--- config.mk ---
export PLATFORM = sky130hd
export DESIGN_NAME = irq_affinity_enable_router
export DESIGN_NICKNAME = d
export VERILOG_FILES = /design/src/design/irqaer_pkg.sv /design/src/design/irqaer_ctrl.sv /design/src/design/irqaer_datapath.sv /design/src/design/irq_affinity_enable_router.sv
export VERILOG_INCLUDE_DIRS = /design/src /design/src/design
export SDC_FILE = /design/constraint.sdc
export NUM_CORES = 1
export LEC_CHECK = 0
export ABC_AREA = 1
export BUFFER_PORTS_ARGS = -buffer_cell sky130_fd_sc_hd__buf_2
export CAP_MARGIN = 20
export CORE_MARGIN = 2
export CORE_UTILIZATION = 40
export DETAILED_ROUTE_END_ITERATION = 8
export PLACE_DENSITY = 0.66
export SYNTH_ARGS = -nofsm -noshare
export SYNTH_HDL_FRONTEND = slang
export SYNTH_HIERARCHICAL = 1
export SYNTH_SLANG_ARGS = --single-unit
export TNS_END_PERCENT = 10
--- constraint.sdc ---
create_clock -name clk_i -period 4 [get_ports clk_i]
set_input_delay 0.4 -clock clk_i [delete_from_list [all_inputs] [get_ports clk_i]]
set_output_delay 0.4 -clock clk_i [all_outputs]
set_load 0.02 [all_outputs]
--- src/design/assert_macros.svh ---
// Assertion macros shared by the enable router RTL
`ifndef ASSERT_MACROS_SVH
`define ASSERT_MACROS_SVH

// Check that prop holds at every clock edge outside reset
`define ASSERT_CLK(lbl, clk, rst_n, prop) \
  lbl: assert property (@(posedge clk) disable iff (!rst_n) (prop)) \
    else $error("assertion failed");

// Check that cond implies prop in the same cycle
`define ASSERT_IMPL(lbl, clk, rst_n, cond, prop) \
  lbl: assert property (@(posedge clk) disable iff (!rst_n) (cond) |-> (prop)) \
    else $error("assertion failed");

// Check that cond implies prop in the next cycle
`define ASSERT_NEXT(lbl, clk, rst_n, cond, prop) \
  lbl: assert property (@(posedge clk) disable iff (!rst_n) (cond) |=> (prop)) \
    else $error("assertion failed");

`endif

--- src/design/irqaer_pkg.sv ---
// Types and constants of the interrupt enable router
`default_nettype none

package irqaer_pkg;

  typedef enum logic [1:0] {
    REQ_ENABLE       = 2'd0,
    REQ_DISABLE      = 2'd1,
    REQ_SET_AFFINITY = 2'd2,
    REQ_RESERVED     = 2'd3
  } req_type_e;

  localparam logic [1:0] STATUS_OK         = 2'd0;
  localparam logic [1:0] STATUS_BAD_SOURCE = 2'd1;
  localparam logic [1:0] STATUS_EMPTY_MASK = 2'd2;

  localparam int unsigned SrcIdW  = 10;
  localparam int unsigned HartIdW = 3;
  localparam int unsigned WordIdW = 5;
  localparam int unsigned CfgW    = 4;
  localparam int unsigned CountW  = 6;

  typedef enum logic [2:0] {
    S_CLEAR,
    S_IDLE,
    S_CHECK,
    S_SRC,
    S_BANK_RD,
    S_BANK_WR
  } state_e;

  typedef struct packed {
    logic clr_step;
    logic load;
    logic src_rd;
    logic src_upd;
    logic bank_rd;
    logic bank_wr;
    logic emit_err;
  } ctrl_cmd_t;

  typedef struct packed {
    logic clr_done;
    logic req_ignored;
    logic src_bad;
    logic mask_empty;
    logic hart_last;
  } ctrl_status_t;

endpackage

`default_nettype wire

--- src/design/irqaer_ctrl.sv ---
// Controller state machine of the interrupt enable router
`default_nettype none

module irqaer_ctrl (
  input  logic                    clk_i,
  input  logic                    rst_ni,
  input  logic                    start,
  output logic                    busy,
  input  irqaer_pkg::ctrl_status_t status_i,
  output irqaer_pkg::ctrl_cmd_t    cmd_o
);

  irqaer_pkg::state_e state_q, state_d;

  always_ff @(posedge clk_i or negedge rst_ni) begin
    if (!rst_ni) begin
      state_q <= irqaer_pkg::S_CLEAR;
    end else begin
      state_q <= state_d;
    end
  end

  always_comb begin
    state_d = state_q;
    cmd_o   = '0;
    unique case (state_q)
      irqaer_pkg::S_CLEAR: begin
        cmd_o.clr_step = 1'b1;
        if (status_i.clr_done) begin
          state_d = irqaer_pkg::S_IDLE;
        end
      end
      irqaer_pkg::S_IDLE: begin
        if (start) begin
          cmd_o.load = 1'b1;
          state_d    = irqaer_pkg::S_CHECK;
        end
      end
      irqaer_pkg::S_CHECK: begin
        if (status_i.req_ignored) begin
          state_d = irqaer_pkg::S_IDLE;
        end else if (status_i.src_bad || status_i.mask_empty) begin
          cmd_o.emit_err = 1'b1;
          state_d        = irqaer_pkg::S_IDLE;
        end else begin
          cmd_o.src_rd = 1'b1;
          state_d      = irqaer_pkg::S_SRC;
        end
      end
      irqaer_pkg::S_SRC: begin
        cmd_o.src_upd = 1'b1;
        state_d       = irqaer_pkg::S_BANK_RD;
      end
      irqaer_pkg::S_BANK_RD: begin
        cmd_o.bank_rd = 1'b1;
        state_d       = irqaer_pkg::S_BANK_WR;
      end
      irqaer_pkg::S_BANK_WR: begin
        cmd_o.bank_wr = 1'b1;
        state_d       = status_i.hart_last ? irqaer_pkg::S_IDLE : irqaer_pkg::S_BANK_RD;
      end
      default: begin
        state_d = irqaer_pkg::S_IDLE;
      end
    endcase
  end

  assign busy = (state_q != irqaer_pkg::S_IDLE);

endmodule

`default_nettype wire

--- src/design/irqaer_datapath.sv ---
// Datapath of the interrupt enable router: tables, enable bank, result register
`default_nettype none

module irqaer_datapath #(
  parameter int unsigned NUM_SOURCES = 64,
  parameter int unsigned MAX_HARTS   = 8
) (
  input  logic                    clk_i,
  input  logic                    rst_ni,
  input  irqaer_pkg::ctrl_cmd_t    cmd_i,
  output irqaer_pkg::ctrl_status_t status_o,
  input  logic                    cfg_valid_i,
  input  logic [irqaer_pkg::CfgW-1:0] cfg_active_harts_i,
  input  logic [1:0]              req_type_i,
  input  logic [irqaer_pkg::SrcIdW-1:0] source_id_i,
  input  logic [MAX_HARTS-1:0]    hart_mask_i,
  output logic                    result_valid_o,
  output logic [1:0]              res_status_o,
  output logic                    write_valid_o,
  output logic [irqaer_pkg::HartIdW-1:0] hart_index_o,
  output logic [irqaer_pkg::WordIdW-1:0] word_index_o,
  output logic [31:0]             enable_word_o,
  output logic                    priority_write_o,
  output logic                    priority_value_o,
  output logic                    last_o
);

  localparam int unsigned Words     = (NUM_SOURCES + 31) / 32;
  localparam int unsigned BankDepth = MAX_HARTS * Words;
  localparam int unsigned BankAw    = (BankDepth > 1) ? $clog2(BankDepth) : 1;
  localparam int unsigned SrcAw     = $clog2(NUM_SOURCES);
  localparam int unsigned HartW     = (MAX_HARTS > 1) ? $clog2(MAX_HARTS) : 1;
  localparam int unsigned ClrLen    = (NUM_SOURCES > BankDepth) ? NUM_SOURCES : BankDepth;
  localparam int unsigned ClrW      = $clog2(ClrLen);
  localparam int unsigned CntW      = irqaer_pkg::CountW;

  // Source table entry: {enabled, affinity}
  logic [MAX_HARTS:0] src_mem [NUM_SOURCES];
  logic [31:0]        bank_mem [BankDepth];

  logic [irqaer_pkg::CfgW-1:0]   active_q;
  logic [ClrW-1:0]               clr_q;
  logic [1:0]                    type_q;
  logic [irqaer_pkg::SrcIdW-1:0] src_q;
  logic [MAX_HARTS-1:0]          req_q;
  logic [MAX_HARTS:0]            src_rdata_q;
  logic [31:0]                   bank_rdata_q;
  logic [MAX_HARTS-1:0]          mask_q;
  logic                          en_q;
  logic [HartW-1:0]              hart_q;

  logic [CntW-1:0]      hart_cnt;
  logic [CntW-1:0]      last_idx;
  logic [MAX_HARTS-1:0] valid_mask;
  logic [MAX_HARTS-1:0] new_mask;
  logic [MAX_HARTS-1:0] masked;
  logic                 new_en;
  logic [BankAw-1:0]    bank_addr;
  logic [31:0]          bit_sel;
  logic [31:0]          new_word;
  logic                 hart_on;
  logic                 clr_in_src;
  logic                 clr_in_bank;
  logic                 src_we;
  logic [SrcAw-1:0]     src_waddr;
  logic [MAX_HARTS:0]   src_wdata;
  logic                 bank_we;
  logic [BankAw-1:0]    bank_waddr;
  logic [31:0]          bank_wdata;

  // Hart count clamped to 1..MAX_HARTS
  always_comb begin
    hart_cnt = (active_q == '0) ? CntW'(1) : CntW'(active_q);
    if (hart_cnt > CntW'(MAX_HARTS)) begin
      hart_cnt = CntW'(MAX_HARTS);
    end
    last_idx = hart_cnt - CntW'(1);
    for (int i = 0; i < MAX_HARTS; i++) begin
      valid_mask[i] = (CntW'(i) < hart_cnt);
    end
  end

  assign status_o.clr_done    = (clr_q == ClrW'(ClrLen - 1));
  assign status_o.req_ignored = (type_q == irqaer_pkg::REQ_RESERVED);
  assign status_o.src_bad     = (src_q == '0) ||
                                ({1'b0, src_q} >= (irqaer_pkg::SrcIdW + 1)'(NUM_SOURCES));
  assign status_o.mask_empty  = (type_q == irqaer_pkg::REQ_SET_AFFINITY) &&
                                ((req_q & valid_mask) == '0);
  assign status_o.hart_last   = (CntW'(hart_q) == last_idx);

  always_comb begin
    if (type_q == irqaer_pkg::REQ_SET_AFFINITY) begin
      masked = req_q & valid_mask;
      new_en = src_rdata_q[MAX_HARTS];
    end else begin
      masked = src_rdata_q[MAX_HARTS-1:0] & valid_mask;
      new_en = (type_q == irqaer_pkg::REQ_ENABLE);
    end
    new_mask = (masked == '0) ? MAX_HARTS'(1) : masked;
  end

  assign bank_addr = BankAw'(BankAw'(hart_q) * BankAw'(Words) + BankAw'(src_q[9:5]));
  assign bit_sel   = 32'(1) << src_q[4:0];
  assign hart_on   = en_q && mask_q[hart_q];
  assign new_word  = hart_on ? (bank_rdata_q | bit_sel) : (bank_rdata_q & ~bit_sel);

  assign clr_in_src  = ({1'b0, clr_q} < (ClrW + 1)'(NUM_SOURCES));
  assign clr_in_bank = ({1'b0, clr_q} < (ClrW + 1)'(BankDepth));

  always_comb begin
    src_we     = (cmd_i.clr_step && clr_in_src) || cmd_i.src_upd;
    src_waddr  = cmd_i.clr_step ? clr_q[SrcAw-1:0] : src_q[SrcAw-1:0];
    src_wdata  = cmd_i.clr_step ? {1'b0, MAX_HARTS'(1)} : {new_en, new_mask};
    bank_we    = (cmd_i.clr_step && clr_in_bank) || cmd_i.bank_wr;
    bank_waddr = cmd_i.clr_step ? clr_q[BankAw-1:0] : bank_addr;
    bank_wdata = cmd_i.clr_step ? '0 : new_word;
  end

  always_ff @(posedge clk_i) begin
    if (src_we) begin
      src_mem[src_waddr] <= src_wdata;
    end
    if (cmd_i.src_rd) begin
      src_rdata_q <= src_mem[src_q[SrcAw-1:0]];
    end
  end

  always_ff @(posedge clk_i) begin
    if (bank_we) begin
      bank_mem[bank_waddr] <= bank_wdata;
    end
    if (cmd_i.bank_rd) begin
      bank_rdata_q <= bank_mem[bank_addr];
    end
  end

  always_ff @(posedge clk_i or negedge rst_ni) begin
    if (!rst_ni) begin
      active_q       <= irqaer_pkg::CfgW'(1);
      clr_q          <= '0;
      result_valid_o <= 1'b0;
    end else begin
      if (cfg_valid_i) begin
        active_q <= cfg_active_harts_i;
      end
      if (cmd_i.clr_step && !status_o.clr_done) begin
        clr_q <= clr_q + ClrW'(1);
      end
      result_valid_o <= cmd_i.emit_err || cmd_i.bank_wr;
    end
  end

  always_ff @(posedge clk_i) begin
    if (cmd_i.load) begin
      type_q <= req_type_i;
      src_q  <= source_id_i;
      req_q  <= hart_mask_i;
    end
    if (cmd_i.src_upd) begin
      mask_q <= new_mask;
      en_q   <= new_en;
      hart_q <= '0;
    end else if (cmd_i.bank_wr) begin
      hart_q <= hart_q + HartW'(1);
    end
    if (cmd_i.emit_err) begin
      res_status_o     <= status_o.src_bad ? irqaer_pkg::STATUS_BAD_SOURCE
                                           : irqaer_pkg::STATUS_EMPTY_MASK;
      write_valid_o    <= 1'b0;
      hart_index_o     <= '0;
      word_index_o     <= '0;
      enable_word_o    <= '0;
      priority_write_o <= 1'b0;
      priority_value_o <= 1'b0;
      last_o           <= 1'b1;
    end else if (cmd_i.bank_wr) begin
      res_status_o     <= irqaer_pkg::STATUS_OK;
      write_valid_o    <= 1'b1;
      hart_index_o     <= irqaer_pkg::HartIdW'(hart_q);
      word_index_o     <= src_q[9:5];
      enable_word_o    <= new_word;
      priority_write_o <= status_o.hart_last && (type_q != irqaer_pkg::REQ_SET_AFFINITY);
      priority_value_o <= status_o.hart_last && (type_q == irqaer_pkg::REQ_ENABLE);
      last_o           <= status_o.hart_last;
    end
  end

endmodule

`default_nettype wire

--- src/design/irq_affinity_enable_router.sv ---
// Top level of the interrupt enable router: controller, datapath and checks
// After reset the block runs a clearing pass over its source table and enable
// bank, with busy high; configuration writes are taken throughout. A request is
// taken when start is high and busy low. A valid request goes through a check
// state (checks and source table read), a source table update state, then a
// read state and a write state of the enable bank for each active hart, their
// number being active_harts clamped to 1..MAX_HARTS; busy stays high until the
// last hart's write, and no new request is taken before then. A rejected
// request keeps busy high for one cycle and its single result is on the ports
// in the cycle after; a reserved request type gives none. Each result is shown
// for one cycle under result_valid_o, the cycle after it is formed, and cannot
// be held off by the receiver.
`default_nettype none
`include "assert_macros.svh"

module irq_affinity_enable_router #(
  parameter int unsigned NUM_SOURCES = 64,
  parameter int unsigned MAX_HARTS   = 8
) (
  input  logic        clk_i,
  input  logic        rst_ni,
  input  logic        start,
  output logic        busy,
  input  logic [1:0]  req_type_i,
  input  logic [9:0]  source_id_i,
  input  logic [31:0] hart_mask_i,
  input  logic        cfg_valid_i,
  output logic        cfg_ready_o,
  input  logic [3:0]  cfg_active_harts_i,
  output logic        result_valid_o,
  output logic [1:0]  status_o,
  output logic        write_valid_o,
  output logic [2:0]  hart_index_o,
  output logic [4:0]  word_index_o,
  output logic [31:0] enable_word_o,
  output logic        priority_write_o,
  output logic        priority_value_o,
  output logic        last_o
);

  irqaer_pkg::ctrl_cmd_t    cmd;
  irqaer_pkg::ctrl_status_t ctrl_status;

  assign cfg_ready_o = 1'b1;

  irqaer_ctrl u_ctrl (
    .clk_i    (clk_i),
    .rst_ni   (rst_ni),
    .start    (start),
    .busy     (busy),
    .status_i (ctrl_status),
    .cmd_o    (cmd)
  );

  irqaer_datapath #(
    .NUM_SOURCES (NUM_SOURCES),
    .MAX_HARTS   (MAX_HARTS)
  ) u_datapath (
    .clk_i              (clk_i),
    .rst_ni             (rst_ni),
    .cmd_i              (cmd),
    .status_o           (ctrl_status),
    .cfg_valid_i        (cfg_valid_i),
    .cfg_active_harts_i (cfg_active_harts_i),
    .req_type_i         (req_type_i),
    .source_id_i        (source_id_i),
    .hart_mask_i        (hart_mask_i[MAX_HARTS-1:0]),
    .result_valid_o     (result_valid_o),
    .res_status_o       (status_o),
    .write_valid_o      (write_valid_o),
    .hart_index_o       (hart_index_o),
    .word_index_o       (word_index_o),
    .enable_word_o      (enable_word_o),
    .priority_write_o   (priority_write_o),
    .priority_value_o   (priority_value_o),
    .last_o             (last_o)
  );

  `ASSERT_NEXT(a_accept_busy, clk_i, rst_ni, start && !busy, busy)
  `ASSERT_IMPL(a_result_in_req, clk_i, rst_ni, result_valid_o, $past(busy))
  `ASSERT_IMPL(a_err_is_last, clk_i, rst_ni, result_valid_o && !write_valid_o, last_o && (status_o != irqaer_pkg::STATUS_OK))
  `ASSERT_IMPL(a_prio_on_last, clk_i, rst_ni, result_valid_o && priority_write_o, last_o && write_valid_o)

endmodule

`default_nettype wire
==> metrics.txt <==
Slew Limit Headroom 0.216; vias in the first global route 31,655; Worst setup SP type flip-flop; Max Cap Viol 0; crit path kind flip-flop to flip-flop; Post-Syn Nets 4,370; leakage dissipation 0.0208 µW; first-pass GRT wire length 197 mm; via count 33,334; worst-margin pin slew 1.18 ns; GPL Wtd Cong 0.894; fill cell count 10,981; drt drc 0; post-synth cell types 43; RSZ-0062 raised after global routing no; Core Footprint 124,000 µm²; clock buffer depth 3; CTS tree built; worst-skew pair later-pin latency 0.74 ns; Arr. time, crit path 4.04 ns; Rows 129; post-synth top area cell edfxtp_1; share of the synthesized area in the top cell type 0.700; port buffer count 75; die area 127,000 µm²; Slew Viols, Final 0; post-DP HPWL 75.6 mm; Die X 357 µm; Synth Area per Inst 11.6 µm²; fmax 0.271 GHz; largest net degree at the start of global routing 234; maximum VDD drop 598 µV; die height 357 µm; Nets 4,504; commonest non-fill, non-tap cell in the layout nand2_1; PwrDens 742 nW/µm²; Final WS setup 0.314 ns; most frequent cells in the layout nand2_1, edfxtp_1, nor2_1, nand3_1, o21ai_0; Gates resized, CTS repair 0; ys async rst share 0.0115; total CTS buffers 114; Syn. warnings 6; worst slack at placement 0.451 ns; Final Hold Fails 0; Total GRT Usage 0.205; r2r worst-path depth 9; total gr overflow 0; worst reg2reg path endpoint u_datapath/bank_mem[3][4]; crit-path max cell delay 0.71 ns; top cells by area, synth edfxtp_1, nand2_1, nor2_1; sequential share of the synthesized area 0.726; I/O Pins 101; share of cells above drive strength 1 0.113; starting DRC count in detailed routing 4,135; clock skew 0.0372 ns; Tot Pwr 42,100 µW; final setup fails 0; hold_ws 0.216 ns; Primary FF master, synth edfxtp_1; status finished clean; Final min period 3.69 ns; antenna violations before repair 3; drt total wl 132 mm; Post-synth EDFFs 1,160; r2r startpoint u_ctrl/state_q[0]; CTS H-tree lvls 3; Cell Area, Synth 49,800 µm²; CP max stage cell buf_4; Crit path max-delay family simple AND/OR/NAND/NOR gates; Clock Pin Slew Worst Setup and Hold Paths 0.06 ns; TritonRoute pass-1 iters 6; Avg WL per Cell 21.4 µm; synthesis-to-finish area growth 13.9%; worst path required time 4.35 ns; CP bufs+invs 3; initial core utilization 0.403; Final Cycle Share 0.921; CP max FO 42; R2R Setup Slk 0.31 ns; min-delay worst type input port to asynchronous set/reset pin; setup TNS 0 ns; root buf cell clkbuf_16; Mapped Cells 4,311; mean number of vias per cell 5.39; Critical Path End Type flip-flop; clock sink count 1,221; post-route ant nets 0; flop and latch count out of synthesis 1,221; crit-path cells inv_2, nand2_1, nor2_4, buf_4, nor2_1, nor2_1, nand3_1, nor2_4, buf_4
through the flow:
| step | utilization | cell area, µm² | instances |
|---|---|---|---|
| finish | 0.459 | 56700 | 6188 |
| global route | 0.459 | 56700 | 6186 |
| CTS | 0.459 | 56700 | 6184 |
| detailed placement | 0.426 | 52600 | 5932 |
| global placement | 0.426 | 52600 | 5932 |
| floorplan | - | 49800 | 4311 |
worst max path at each step:
stage | to | from | cells past startpoint
floorplan | u_datapath/bank_mem[12][0] | u_datapath/src_q[6] | 8
detailed placement | u_datapath/bank_mem[3][4] | u_ctrl/state_q[0] | 9
finish | u_datapath/bank_mem[3][4] | u_ctrl/state_q[0] | 9
global route | u_datapath/bank_mem[3][4] | u_ctrl/state_q[0] | 9
global placement | u_datapath/bank_mem[3][4] | u_ctrl/state_q[0] | 9
CTS | u_datapath/bank_mem[3][4] | u_ctrl/state_q[0] | 9
Yosys cell counts (37+ instances only):
cell type	number
inv_1	95
nor2_1	489
nand3_1	327
nand2_1	1300
buf_2	127
o21ai_0	303
edfxtp_1	1160
dfxtp_1	47
o221ai_1	69
o22ai_1	59
o21ai_1	37
clkbuf_1	90
worst reg2reg max path, delay by kind of cell (launching register included):
family,cells,cell delay [ns]
buffers and inverters,3,1.25
and+or+nand+nor,6,1.58
DFF,1,0.46
layer usage:
metal	wire [µm]	GRT usage
met1	54300	0.281
met2	62300	0.329
met3	11200	0.0309
met4	4720	0.0800
met5	0	0
registers in the layout (all words and copies together) (netlist names), 2 cells and up:
name	flops
u_datapath/src_q	10
u_datapath/src_rdata_q	9
u_datapath/hart_index_o	3
u_datapath/enable_word_o	32
u_datapath/bank_rdata_q	32
u_datapath/bank_mem	512
u_datapath/mask_q	8
u_datapath/active_q	4
u_datapath/res_status_o	2
u_datapath/word_index_o	5
u_datapath/clr_q	6
u_datapath/hart_q	3
u_datapath/req_q	8
u_ctrl/state_q	3
u_datapath/type_q	2
u_datapath/src_mem	576
power breakdown:
| group | internal (µW) | switching [µW] | total, µW |
|---|---|---|---|
| Clock | 6040 | 4810 | 10800 |
| Combinational | 3160 | 9710 | 12900 |
| Sequential | 17800 | 571 | 18400 |
what timing repair did:
| action | in CTS | in global routing |
|---|---|---|
| setup buffers | 0 | 0 |
| hold endpoints to repair | 39 | 0 |
| hold buffers | 34 | 0 |
final cells by class:
cell class / count / area, µm² / share of cell area
multi-input combinational: 2732 / 12300 / 0.217
timing repair buffer: 268 / 2050 / 0.0361
inverter: 108 / 425 / 0.00750
sequential: 1221 / 36100 / 0.637
tap: 1637 / 2050 / 0.0361
clock inverter: 79 / 712 / 0.0126
antenna: 4 / 10.0 / 0.000176
clock buffer: 139 / 3020 / 0.0532
cells by family (layout without fill, tap and decap cells):
kind of cell             Yosys count  after routing  synth area share
XOR/XNOR                           8              8           0.00156
other                              1              5         0.0000753
AND/OR/NAND/NOR                 2215           2215             0.181
AO/OA/AOI/OAI                    501            501            0.0584
adder cells (fa/ha/maj)            7              7           0.00191
flip-flops                      1221           1221             0.726
buffers and inverters            358            594            0.0320
No activity file was read; power rests on OpenSTA's default activity.
